<file path="config.mk">
export PLATFORM = sky130hd
export DESIGN_NAME = rgb_to_hsv_converter_core
export DESIGN_NICKNAME = d
export VERILOG_FILES = /design/src/sv/rhc_pkg.sv /design/src/sv/rhc_prep.sv /design/src/sv/rhc_cell.sv /design/src/sv/rgb_to_hsv_converter_core.sv
export SDC_FILE = /design/constraint.sdc
export NUM_CORES = 2
export LEC_CHECK = 0
export ABC_CLOCK_PERIOD_IN_PS = 30200
export BUFFER_PORTS_ARGS = -buffer_cell sky130_fd_sc_hd__buf_2
export CORE_ASPECT_RATIO = 1.1
export CORE_MARGIN = 3
export CORE_UTILIZATION = 65
export CTS_CLUSTER_DIAMETER = 120
export DETAILED_ROUTE_END_ITERATION = 12
export PLACE_DENSITY = 0.9
export SYNTH_ARGS = -nofsm -noshare
export SYNTH_HDL_FRONTEND = slang
export SYNTH_SLANG_ARGS = --single-unit
export TNS_END_PERCENT = 50
</file>
<file path="constraint.sdc">
create_clock -name i_clk -period 30.2 [get_ports i_clk]
set_input_delay 0 -clock i_clk [delete_from_list [all_inputs] [get_ports i_clk]]
set_output_delay 0 -clock i_clk [all_outputs]
set_load 0.005 [all_outputs]
</file>
<file path="src/sv/rhc_pkg.sv">
// Shared definitions for the RGB to HSV converter.
// Holds the default component width and the control flags carried down the cell row.
// No dependencies.
package rhc_pkg;

    // Default width of one color component and of each result field.
    localparam int RHC_COMPONENT_BITS = 16;

    // Control flags that travel with each pixel from the front stage to the output.
    typedef struct packed {
        logic valid;     // a pixel occupies this stage
        logic hue_zero;  // grey pixel: max equals min, hue forced to zero
        logic sat_zero;  // black pixel: max is zero, saturation forced to zero
    } t_rhc_flags;

endpackage

</file>
<file path="src/sv/rhc_prep.sv">
// Front stage of the RGB to HSV converter: max, min, chroma and hue numerator.
// Depends on rhc_pkg for the flag struct and the default width.
module rhc_prep
    import rhc_pkg::*;
#(
    parameter int COMPONENT_BITS = RHC_COMPONENT_BITS
) (
    input  logic                        i_clk,
    input  logic                        i_rst_n,
    input  logic                        i_load,
    input  logic [COMPONENT_BITS-1:0]   i_red,
    input  logic [COMPONENT_BITS-1:0]   i_green,
    input  logic [COMPONENT_BITS-1:0]   i_blue,
    output t_rhc_flags                  o_flags,
    output logic [COMPONENT_BITS-1:0]   o_max,
    output logic [COMPONENT_BITS-1:0]   o_chroma,
    output logic [COMPONENT_BITS+2:0]   o_turn
);

    localparam int B  = COMPONENT_BITS;
    localparam int NW = B + 3;

    logic [B-1:0]  mx;
    logic [B-1:0]  mn;
    logic [B-1:0]  chroma;
    logic [NW-1:0] chroma_x;
    logic [NW-1:0] offset;
    logic [NW-1:0] plus_term;
    logic [NW-1:0] minus_term;

    t_rhc_flags    r_flags;
    t_rhc_flags    n_flags;
    logic [B-1:0]  r_max;
    logic [B-1:0]  r_chroma;
    logic [NW-1:0] r_turn;
    logic [NW-1:0] n_turn;

    always_comb begin
        mx = i_red;
        if (i_green > mx) begin
            mx = i_green;
        end
        if (i_blue > mx) begin
            mx = i_blue;
        end
        mn = i_red;
        if (i_green < mn) begin
            mn = i_green;
        end
        if (i_blue < mn) begin
            mn = i_blue;
        end
        chroma   = mx - mn;
        chroma_x = {3'b000, chroma};

        // The turn numerator lies in [0, 6*chroma), so arithmetic modulo the
        // register width gives the exact value even with a negative difference.
        if (i_red == mx) begin
            offset     = (i_green >= i_blue) ? '0
                                             : (chroma_x << 2) + (chroma_x << 1);
            plus_term  = {3'b000, i_green};
            minus_term = {3'b000, i_blue};
        end else if (i_green == mx) begin
            offset     = chroma_x << 1;
            plus_term  = {3'b000, i_blue};
            minus_term = {3'b000, i_red};
        end else begin
            offset     = chroma_x << 2;
            plus_term  = {3'b000, i_red};
            minus_term = {3'b000, i_green};
        end
        n_turn = offset + plus_term - minus_term;

        n_flags.valid    = i_load;
        n_flags.hue_zero = (chroma == '0);
        n_flags.sat_zero = (mx == '0);
    end

    always_ff @(posedge i_clk) begin
        if (!i_rst_n) begin
            r_flags <= '0;
        end else begin
            r_flags <= n_flags;
        end
    end

    always_ff @(posedge i_clk) begin
        r_max    <= mx;
        r_chroma <= chroma;
        r_turn   <= n_turn;
    end

    assign o_flags  = r_flags;
    assign o_max    = r_max;
    assign o_chroma = r_chroma;
    assign o_turn   = r_turn;

endmodule

</file>
<file path="src/sv/rhc_cell.sv">
// One cell of the divider row: a restoring division step for hue and for saturation.
// Depends on rhc_pkg for the flag struct and the default width.
module rhc_cell
    import rhc_pkg::*;
#(
    parameter int COMPONENT_BITS = RHC_COMPONENT_BITS
) (
    input  logic                        i_clk,
    input  logic                        i_rst_n,
    input  t_rhc_flags                  i_flags,
    input  logic [COMPONENT_BITS-1:0]   i_max,
    input  logic [COMPONENT_BITS+2:0]   i_hue_rem,
    input  logic [COMPONENT_BITS:0]     i_hue_low,
    input  logic [COMPONENT_BITS+2:0]   i_hue_div,
    input  logic [COMPONENT_BITS:0]     i_hue_quo,
    input  logic [COMPONENT_BITS+2:0]   i_sat_rem,
    input  logic [COMPONENT_BITS:0]     i_sat_low,
    input  logic [COMPONENT_BITS+2:0]   i_sat_div,
    input  logic [COMPONENT_BITS:0]     i_sat_quo,
    output t_rhc_flags                  o_flags,
    output logic [COMPONENT_BITS-1:0]   o_max,
    output logic [COMPONENT_BITS+2:0]   o_hue_rem,
    output logic [COMPONENT_BITS:0]     o_hue_low,
    output logic [COMPONENT_BITS+2:0]   o_hue_div,
    output logic [COMPONENT_BITS:0]     o_hue_quo,
    output logic [COMPONENT_BITS+2:0]   o_sat_rem,
    output logic [COMPONENT_BITS:0]     o_sat_low,
    output logic [COMPONENT_BITS+2:0]   o_sat_div,
    output logic [COMPONENT_BITS:0]     o_sat_quo
);

    localparam int B  = COMPONENT_BITS;
    localparam int RW = B + 3;
    localparam int LW = B + 1;

    logic [RW:0]   hue_trial;
    logic [RW:0]   sat_trial;
    logic          hue_fit;
    logic          sat_fit;

    t_rhc_flags    r_flags;
    logic [B-1:0]  r_max;
    logic [RW-1:0] r_hue_rem;
    logic [RW-1:0] n_hue_rem;
    logic [LW-1:0] r_hue_low;
    logic [RW-1:0] r_hue_div;
    logic [LW-1:0] r_hue_quo;
    logic [RW-1:0] r_sat_rem;
    logic [RW-1:0] n_sat_rem;
    logic [LW-1:0] r_sat_low;
    logic [RW-1:0] r_sat_div;
    logic [LW-1:0] r_sat_quo;

    // Bring down the next dividend bit and subtract the divisor where it fits.
    always_comb begin
        hue_trial = {i_hue_rem, i_hue_low[LW-1]};
        hue_fit   = (hue_trial >= {1'b0, i_hue_div});
        n_hue_rem = hue_fit ? RW'(hue_trial - {1'b0, i_hue_div}) : hue_trial[RW-1:0];

        sat_trial = {i_sat_rem, i_sat_low[LW-1]};
        sat_fit   = (sat_trial >= {1'b0, i_sat_div});
        n_sat_rem = sat_fit ? RW'(sat_trial - {1'b0, i_sat_div}) : sat_trial[RW-1:0];
    end

    always_ff @(posedge i_clk) begin
        if (!i_rst_n) begin
            r_flags <= '0;
        end else begin
            r_flags <= i_flags;
        end
    end

    always_ff @(posedge i_clk) begin
        r_max     <= i_max;
        r_hue_rem <= n_hue_rem;
        r_hue_low <= {i_hue_low[LW-2:0], 1'b0};
        r_hue_div <= i_hue_div;
        r_hue_quo <= {i_hue_quo[LW-2:0], hue_fit};
        r_sat_rem <= n_sat_rem;
        r_sat_low <= {i_sat_low[LW-2:0], 1'b0};
        r_sat_div <= i_sat_div;
        r_sat_quo <= {i_sat_quo[LW-2:0], sat_fit};
    end

    assign o_flags   = r_flags;
    assign o_max     = r_max;
    assign o_hue_rem = r_hue_rem;
    assign o_hue_low = r_hue_low;
    assign o_hue_div = r_hue_div;
    assign o_hue_quo = r_hue_quo;
    assign o_sat_rem = r_sat_rem;
    assign o_sat_low = r_sat_low;
    assign o_sat_div = r_sat_div;
    assign o_sat_quo = r_sat_quo;

endmodule

</file>
<file path="src/sv/rgb_to_hsv_converter_core.sv">
// Top level of the RGB to HSV converter: front stage plus a row of divider cells.
// Depends on rhc_pkg, rhc_prep and rhc_cell.
//
// Channel   Direction  Handshake               Payload
// pixel     in         start high, busy low    i_red, i_green, i_blue
// result    out        o_valid for one cycle   o_hue, o_saturation, o_brightness
//
// A pixel is taken in every cycle; busy is never raised, so start may be held high.
// Each pixel passes through the front stage register and then through each of the
// COMPONENT_BITS + 1 divider cell registers before it leaves.
// The cell row computes one quotient bit per cell.
// Reset clears only the flag registers; the data registers flush as pixels move.
// The receiver cannot stall, and no state carries from one pixel to the next.
module rgb_to_hsv_converter_core
    import rhc_pkg::*;
#(
    parameter int COMPONENT_BITS = RHC_COMPONENT_BITS
) (
    input  logic                        i_clk,
    input  logic                        i_rst_n,
    input  logic                        start,
    output logic                        busy,
    input  logic [COMPONENT_BITS-1:0]   i_red,
    input  logic [COMPONENT_BITS-1:0]   i_green,
    input  logic [COMPONENT_BITS-1:0]   i_blue,
    output logic                        o_valid,
    output logic [COMPONENT_BITS-1:0]   o_hue,
    output logic [COMPONENT_BITS-1:0]   o_saturation,
    output logic [COMPONENT_BITS-1:0]   o_brightness
);

    localparam int B       = COMPONENT_BITS;
    localparam int RW      = B + 3;
    localparam int LW      = B + 1;
    localparam int NCELL   = B + 1;
    localparam int LATENCY = B + 2;

    // Front stage outputs.
    t_rhc_flags      prep_flags;
    logic [B-1:0]    prep_max;
    logic [B-1:0]    prep_chroma;
    logic [B+2:0]    prep_turn;

    // Dividends and divisors formed from the front stage registers.
    logic [B+1:0]    chroma3;
    logic [2*B+2:0]  hue_num;
    logic [RW-1:0]   hue_den;
    logic [2*B+1:0]  sat_num;
    logic [RW-1:0]   sat_den;

    // Links between neighboring cells; index 0 feeds the first cell.
    t_rhc_flags      link_flags [0:NCELL];
    logic [B-1:0]    link_max   [0:NCELL];
    logic [RW-1:0]   link_hrem  [0:NCELL];
    logic [LW-1:0]   link_hlow  [0:NCELL];
    logic [RW-1:0]   link_hdiv  [0:NCELL];
    logic [LW-1:0]   link_hquo  [0:NCELL];
    logic [RW-1:0]   link_srem  [0:NCELL];
    logic [LW-1:0]   link_slow  [0:NCELL];
    logic [RW-1:0]   link_sdiv  [0:NCELL];
    logic [LW-1:0]   link_squo  [0:NCELL];

    // The block is fully pipelined and takes a pixel on every clock.
    assign busy = 1'b0;

    rhc_prep #(
        .COMPONENT_BITS (COMPONENT_BITS)
    ) u_prep (
        .i_clk    (i_clk),
        .i_rst_n  (i_rst_n),
        .i_load   (start),
        .i_red    (i_red),
        .i_green  (i_green),
        .i_blue   (i_blue),
        .o_flags  (prep_flags),
        .o_max    (prep_max),
        .o_chroma (prep_chroma),
        .o_turn   (prep_turn)
    );

    // Hue is round(n / (6*d) * 2^B), computed as floor((n * 2^B + 3d) / (6d)).
    // Saturation is floor((2*d*(2^B - 1) + max) / (2*max)).
    // Both quotients fit in B + 1 bits, so the upper part of each dividend
    // starts out below its divisor and the row needs B + 1 steps.
    always_comb begin
        chroma3 = {2'b00, prep_chroma} + {1'b0, prep_chroma, 1'b0};
        hue_num = {prep_turn, {B{1'b0}}} + {{(B+1){1'b0}}, chroma3};
        hue_den = {1'b0, prep_chroma, 2'b00} + {2'b00, prep_chroma, 1'b0};
        sat_num = {1'b0, prep_chroma, {(B+1){1'b0}}}
                - {{(B+1){1'b0}}, prep_chroma, 1'b0}
                + {{(B+2){1'b0}}, prep_max};
        sat_den = {2'b00, prep_max, 1'b0};
    end

    assign link_flags[0] = prep_flags;
    assign link_max[0]   = prep_max;
    assign link_hrem[0]  = {1'b0, hue_num[2*B+2:B+1]};
    assign link_hlow[0]  = hue_num[B:0];
    assign link_hdiv[0]  = hue_den;
    assign link_hquo[0]  = '0;
    assign link_srem[0]  = {2'b00, sat_num[2*B+1:B+1]};
    assign link_slow[0]  = sat_num[B:0];
    assign link_sdiv[0]  = sat_den;
    assign link_squo[0]  = '0;

    for (genvar k = 0; k < NCELL; k++) begin : g_cell
        rhc_cell #(
            .COMPONENT_BITS (COMPONENT_BITS)
        ) u_cell (
            .i_clk     (i_clk),
            .i_rst_n   (i_rst_n),
            .i_flags   (link_flags[k]),
            .i_max     (link_max[k]),
            .i_hue_rem (link_hrem[k]),
            .i_hue_low (link_hlow[k]),
            .i_hue_div (link_hdiv[k]),
            .i_hue_quo (link_hquo[k]),
            .i_sat_rem (link_srem[k]),
            .i_sat_low (link_slow[k]),
            .i_sat_div (link_sdiv[k]),
            .i_sat_quo (link_squo[k]),
            .o_flags   (link_flags[k+1]),
            .o_max     (link_max[k+1]),
            .o_hue_rem (link_hrem[k+1]),
            .o_hue_low (link_hlow[k+1]),
            .o_hue_div (link_hdiv[k+1]),
            .o_hue_quo (link_hquo[k+1]),
            .o_sat_rem (link_srem[k+1]),
            .o_sat_low (link_slow[k+1]),
            .o_sat_div (link_sdiv[k+1]),
            .o_sat_quo (link_squo[k+1])
        );
    end

    // A hue that rounds up to a full turn drops its top bit and wraps to zero.
    // Grey and black pixels had a zero divisor, so their quotients are replaced.
    assign o_valid      = link_flags[NCELL].valid;
    assign o_brightness = link_max[NCELL];
    assign o_hue        = link_flags[NCELL].hue_zero ? '0 : link_hquo[NCELL][B-1:0];
    assign o_saturation = link_flags[NCELL].sat_zero ? '0 : link_squo[NCELL][B-1:0];

`ifndef SYNTH
    a_valid_follows_start : assert property (
        @(posedge i_clk) disable iff (!i_rst_n)
        o_valid |-> $past(start, LATENCY)
    ) else $error("result strobe without a pixel transfer at the expected cycle");

    a_black_is_zero : assert property (
        @(posedge i_clk) disable iff (!i_rst_n)
        (o_valid && (o_brightness == '0)) |-> ((o_saturation == '0) && (o_hue == '0))
    ) else $error("black pixel with nonzero hue or saturation");

    a_hue_needs_chroma : assert property (
        @(posedge i_clk) disable iff (!i_rst_n)
        (o_valid && (o_hue != '0)) |-> (o_saturation != '0)
    ) else $error("nonzero hue on a pixel with zero saturation");
`endif

endmodule
</file>
# Yosys cells after proc, flatten, opt, wreduce, memory -nomap -nowiden

Index checks and enable logic that the tools add are counted.

Register bits after elaboration: 1833
Bits of input ports: 51
Output and inout bits: 50
Logic and storage cells: 316

Add/subtract/negate cells: 41
Order comparisons: 39
Equality and inequality tests: 2
Muxes and demuxes: 45
Reductions and logical operators: 2

Operators by type and width:

| cell                                                           | number |
|---|---|
| 19-bit 2-to-1 mux                                              | 35 |
| 19-bit subtractor                                              | 17 |
| 20-bit by 17-bit greater-or-equal comparator with 1-bit output | 16 |
| 20-bit by 19-bit greater-or-equal comparator with 1-bit output | 16 |
| 19-bit by 17-bit subtractor with 19-bit output                 | 15 |
| 16-bit 2-to-1 mux                                              | 8 |
| 18-bit by 17-bit adder with 19-bit output                      | 2 |
| 18-bit 2-to-1 mux                                              | 2 |
| 35-bit by 18-bit adder with 35-bit output                      | 1 |
| 34-bit by 16-bit adder with 34-bit output                      | 1 |
| 33-bit by 17-bit subtractor with 34-bit output                 | 1 |
| 16-bit equality test                                           | 2 |
| 16-bit greater-than comparator                                 | 2 |
| 16-bit zero test                                               | 2 |
| 16-bit less-than comparator                                    | 2 |
| 19-bit adder                                                   | 1 |
| 19-bit greater-or-equal comparator                             | 1 |
| 18-bit by 17-bit subtractor with 19-bit output                 | 1 |
| 16-bit by 17-bit adder with 18-bit output                      | 1 |
| 18-bit by 17-bit greater-or-equal comparator with 1-bit output | 1 |
| 16-bit greater-or-equal comparator                             | 1 |
| 16-bit subtractor                                              | 1 |

# Longest topological paths before layout

Word-level depth: 10
Mapped depth: 59
Depth with buffers taken out: 55

# Hierarchy

A second synthesis with hierarchy kept.

Cell total of the unflattened synthesis: 10214
Area, all modules: 108392.7 um2

Modules (own cells, without submodules):

| module                            | times used | cells an instance | area each (um2) | seq. area each (um2) |
|---|---|---|---|---|
| rhc_cell at g_cell[10].u_cell ... | 12         | 517               | 5720.5          | 3223.1 |
| rhc_cell at g_cell[15].u_cell ... | 4          | 509               | 5815.6          | 3223.1 |
| rhc_prep                          | 1          | 1050              | 7922.6          | 1081.0 |
| rhc_cell at g_cell[0].u_cell      | 1          | 527               | 5713.0          | 3223.1 |
| rgb_to_hsv_converter_core         | 1          | 397               | 2849.0          | 0.0 |

# Worst setup path after synthesis

Ideal clock, no wire load.

Kind: input-to-reg
Start point: input i_red[11]
End point: register u_prep.r_turn[18], in the netlist u_prep.o_turn[18]
Setup time: 122 ps
Data arrival time: 9933 ps
Data required time: 30078 ps
Path slack: 20145 ps
Cell stages on the path: 57
Path buffers: 4
Cells stage by stage: inv_1 > ha_1 > nand4_1 > nor4_4 > o21ai_2 > and3_1 > clkbuf_2 > nor2_1 > clkbuf_1 > buf_1 > a21oi_1 > ha_1 > a21o_1 > a21o_1 > a2111oi_0 > o21ai_0 > nor3_1 > a31o_1 > [... 21 more ...] > nand2b_1 > inv_1 > and4_1 > nor3_1 > o21ai_1 > xnor2_1 > o22ai_1 > a21oi_1 > fa_1 > inv_1 > ha_1 > and2_1 > o21ai_0 > a31oi_1 > nand2b_1 > a311oi_1 > a211oi_2 > xnor2_1

Cells in the longest elaborated chain, start to end: 10
Elaborated cells between the ends (all ways): 21
Those cells by class: 4 x add/sub; 4 x order compare; 2 x eq/ne; 11 x mux

Ends and longest elaborated chain:

| element                                   | line                            | source |
|---|---|---|
| start: declaration                        | rgb_to_hsv_converter_core.sv:23 | `input logic [COMPONENT_BITS-1:0] i_red,` |
| 16-bit greater-than comparator            | rhc_prep.sv:40                  | `if (i_green > mx) begin` |
| 16-bit 2-to-1 mux *                       | rhc_prep.sv:40                  |  |
| 16-bit greater-than comparator            | rhc_prep.sv:43                  | `if (i_blue > mx) begin` |
| 16-bit 2-to-1 mux *                       | rhc_prep.sv:43                  |  |
| named net u_prep.mx[2]                    | rhc_prep.sv:23                  | `logic [B-1:0] mx;` |
| 16-bit subtractor *                       | rhc_prep.sv:53                  | `chroma = mx - mn;` |
| named net u_prep.chroma[5]                | rhc_prep.sv:25                  | `logic [B-1:0] chroma;` |
| 18-bit by 17-bit adder with 19-bit output | rhc_prep.sv:60                  | `: (chroma_x << 2) + (chroma_x << 1);` |
| 19-bit 2-to-1 mux                         | rhc_prep.sv:59                  | `offset = (i_green >= i_blue) ? '0` |
| 19-bit 2-to-1 mux *                       | rhc_prep.sv:58                  | `if (i_red == mx) begin` |
| 19-bit adder *                            | rhc_prep.sv:72                  | `n_turn = offset + plus_term - minus_term;` |
| 19-bit subtractor *                       | rhc_prep.sv:72                  |  |
| named net u_prep.n_turn[18]               | rhc_prep.sv:36                  | `logic [NW-1:0] n_turn;` |
| end signal: assignment                    | rhc_prep.sv:90                  | `r_turn <= n_turn;` |
| end: declaration                          | rhc_prep.sv:35                  | `logic [NW-1:0] r_turn;` |

Mark *: on every way through the listed nets, which the timed path passes. The rest lies on a longest branch.
A chain may end at the register's enable or synchronous reset.

# Worst setup path in the final report

Start point: input i_green[0]
End point: register u_prep.r_turn[18], in the netlist u_prep.o_turn[18]

Cells in the longest elaborated chain, start to end: 10
Elaborated cells between the ends (all ways): 22
Those cells by class: 4 x add/sub; 5 x order compare; 2 x eq/ne; 11 x mux

Ends and longest elaborated chain:

| element                                   | line                            | source |
|---|---|---|
| start: declaration                        | rgb_to_hsv_converter_core.sv:24 | `input logic [COMPONENT_BITS-1:0] i_green,` |
| 16-bit greater-than comparator            | rhc_prep.sv:40                  |  |
| 16-bit 2-to-1 mux *                       | rhc_prep.sv:40                  |  |
| 16-bit greater-than comparator            | rhc_prep.sv:43                  |  |
| 16-bit 2-to-1 mux *                       | rhc_prep.sv:43                  |  |
| named net u_prep.mx[2]                    | rhc_prep.sv:23                  |  |
| 16-bit subtractor *                       | rhc_prep.sv:53                  |  |
| named net u_prep.chroma[5]                | rhc_prep.sv:25                  |  |
| 18-bit by 17-bit adder with 19-bit output | rhc_prep.sv:60                  |  |
| 19-bit 2-to-1 mux                         | rhc_prep.sv:59                  |  |
| 19-bit 2-to-1 mux *                       | rhc_prep.sv:58                  |  |
| 19-bit adder *                            | rhc_prep.sv:72                  |  |
| 19-bit subtractor *                       | rhc_prep.sv:72                  |  |
| named net u_prep.n_turn[18]               | rhc_prep.sv:36                  |  |

Marks and branches as above.

==> reports/qor.csv <==
stage,metric,value,unit
status,status,finished clean,
placement,Final Wtd Congestion,0.949,
sta,fin crit share,39.0,%
routing,WL final,176000,um
global_route,first-pass GRT wire length,280000,um
worst_setup_path,Buf/Inv on CP,10,
synth,syn_area_per_cell,9.35,um^2
routing,drt drc,0,
synth,prevailing post-synth register cell,dfxtp_1,
final_layout,multi-input logic area,35900,um^2
cts,post-CTS setup buffer count,0,
worst_setup_path,startpoint types,primary input,
worst_setup_path,Worst path slowest cell,dlygate4sd3_1,
floorplan,std cell rows,128,
floorplan,Initial Util,65.9,%
worst_setup_path,Crit path required time,30840,ps
sta,Fin. Hold Viols,0,
cts,CTS tree,yes,
routing,"antenna viol nets, final",0,
sta,worst-margin pin slew,1290,ps
min_path,Hold WC Path Type,primary input to register,
worst_setup_path,slowest cell delay on critical path,600,ps
sta,fmax,85.0,MHz
worst_setup_path,Crit Path Category,primary input to register,
synth,Mapped Area,73400,um^2
final_layout,Syn-to-layout area delta,10.4,%
synth,Post-synth ARST share,0,%
global_route,largest net degree at the start of global routing,85,
routing,via count,54800,
global_route,GR Overflow Total,0,
synth,post-synth cell types,89,
floorplan,I/O Pins,101,
sta,fin. max-slew vios,0,
routing,M1 WL,64400,um
worst_setup_path,crit end category,register,
synth,"EDFF count, synth",0,
run,max cap viols,0,
global_route,antenna violations before repair,10,
routing,Max Used Layer,met5,
cts,htree depth,4,
synth,top-count cell post-synth,dfxtp_1,
final_layout,# fillers,7139,
cts,clk_lat worst skew,780,ps
floorplan,DIE AREA,117000,um^2
placement,DP Wirelength,124000,um
routing,metal3 WL,7230,um
cts,CTS Sinks,1650,
sta,Worst slew margin,14.0,%
synth,synthesized flop and latch total,1650,
synth,"Seq/Total Area, Yosys",45.0,%
placement,PortBufs,99,
synth,Synth top cells by count,"1650 x dfxtp_1, 1024 x inv_1, 738 x ha_1",
cts,root buffer cell,clkbuf_16,
worst_setup_path,highest net fanout along the worst path,31,
routing,drt wl/cell,18.2,um
final_layout,fin area,81000,um^2
sta,Final setup viols,0,
cts,total CTS buffers,154,
routing,Met2 Routed Length,90700,um
sta,RSZ-0062 raised after global routing,false,
final_layout,ratio of cells with drive above 1 in the final layout,7.37,%
worst_setup_path,Top Family by Delay on Critical Path,compound AO/OA/AOI/OAI gates,
routing,1st-iter DRT viols,3308,
sta,setup TNS,0,ps
routing,Via density,5.69,
worst_setup_path,Worst EP arrival,12410,ps
sta,clock skew,28.5,ps
global_route,Total GRT Usage,29.4,%
placement,dpl cell area,75300,um^2
floorplan,core area,111000,um^2
synth,Syn Inst Count,7850,
routing,drt pass-1 iters,8,
floorplan,die height,358,um
sta,Tmin final,11770,ps
cts,Worst-path clk slew,60,ps
final_layout,NumNets Final,8843,
floorplan,die width,326,um
synth,Synth Warn #,0,
synth,top cell type's share of synthesized area,45.0,%
final_layout,FF/Latch Area,33000,um^2
synth,Synth area leader,dfxtp_1,
global_route,vias in the first global route,57100,
cts,clock buffer depth,3,
synth,Synth Net Count,8690,
synth,"top cells by area, synth","dfxtp_1 45%, ha_1 13%, inv_1 5.2%, a21oi_1 4.8%, xnor2_1 4.6%",
[kinds of logic (layout without fill, tap and decap cells)]
logic type	after synthesis	after routing	share of synthesized area (%)
other	1	6	0.00511
buffers and inverters	1172	1449	6.04
flip-flops	1650	1650	45.0
adder cells (fa/ha/maj)	789	789	14.0
multiplexers	205	205	3.10
XOR/XNOR	483	483	5.78
AO/OA/AOI/OAI	1790	1790	14.7
AND/OR/NAND/NOR	1760	1760	11.4
[worst reg2reg max path: cells and delay by family (launching register included)]
kind / cells / cell delay (ps)
AOI/OAI and AO/OA: 26 / 5290
adders and majority gates: 3 / 970
and+or+nand+nor: 4 / 930
DFF: 1 / 610
muxes: 1 / 560
buffers and inverters: 2 / 290
xor gates and xnor gates: 1 / 220
[layout make-up]
class / count / share of cell area (%)
diodes: 5 / 0.0154
clock buffers: 204 / 5.40
clock inverters: 76 / 1.30
inverters: 1027 / 4.76
multi-input cells: 5028 / 44.4
flip-flops and latches: 1650 / 40.8
well taps: 1495 / 2.31
repair buffers: 142 / 1.08
[sequential cells by signal, indices dropped and copies added (netlist names), 19 cells and up]
| signal | count |
|---|---|
| g_cell.u_cell.o_hue_quo | 136 |
| g_cell.u_cell.o_hue_low | 120 |
| g_cell.u_cell.o_sat_quo | 136 |
| g_cell.u_cell.o_max | 272 |
| g_cell.u_cell.o_sat_rem | 304 |
| u_prep.o_turn | 19 |
| g_cell.u_cell.o_hue_div | 153 |
| g_cell.u_cell.o_flags | 51 |
| g_cell.u_cell.o_hue_rem | 304 |
| g_cell.u_cell.o_sat_low | 120 |
[cells in the final DEF (no fill, tap or decap), drive strengths merged, types with 41 or more instances in the layout]
cell,instances
nand2b,121
fa,51
and2,80
a21boi,135
xnor2,388
nor3,41
nor2b,147
nor2,723
nand3,54
a21oi,701
nand4,135
buf,118
xor2,95
dfxtp,1650
clkinv,43
clkbuf,204
a21o,273
mux2,178
inv,1033
ha,738
nand2,336
o21ai,439
[stage by stage]
step	hold WS, ps	std cells	setup slack (ps)	utilization [%]
5_1_grt	42.6	9625	17350	72.8
3_5_place_dp	312	9318	18430	67.7
6_report	36.2	9627	18430	72.8
4_1_cts	5.45	9622	18650	72.8
3_3_place_gp	310	9318	18480	67.7
2_1_floorplan	127	7850	20150	-
[metal layers]
| metal | track usage [%] | vias up |
|---|---|---|
| li1 | - | 26600 |
| met1 | 29.2 | 25900 |
| met2 | 55.8 | 1603 |
| met3 | 4.58 | 678 |
| met4 | 20.8 | 10 |
| met5 | 0 | - |
[timing repair]
action,CTS,global route
endpoints found under the hold margin,67,0
setup endpoints to repair,0,0
hold buffers,24,0
gates resized for setup,0,0
[worst paths after layout]
kind,startpoint,slack (ps),cells after the start,to
worst max-delay path,i_green[0],18430,59,u_prep.o_turn[18]$_DFF_P_
worst min-delay path,i_green[10],40,3,u_prep.o_max[10]$_DFF_P_
worst max register to register,u_prep.o_chroma[0]$_DFF_P_,21240,37,g_cell[0].u_cell.o_sat_rem[9]$_DFF_P_
worst min register to register,g_cell[9].u_cell.o_hue_quo[8]$_DFF_P_,310,0,g_cell[10].u_cell.o_hue_quo[9]$_DFF_P_
Power is left out: the tool's default activity adds up to more than one toggle a clock period on the data nets, which glitch-free logic cannot reach.
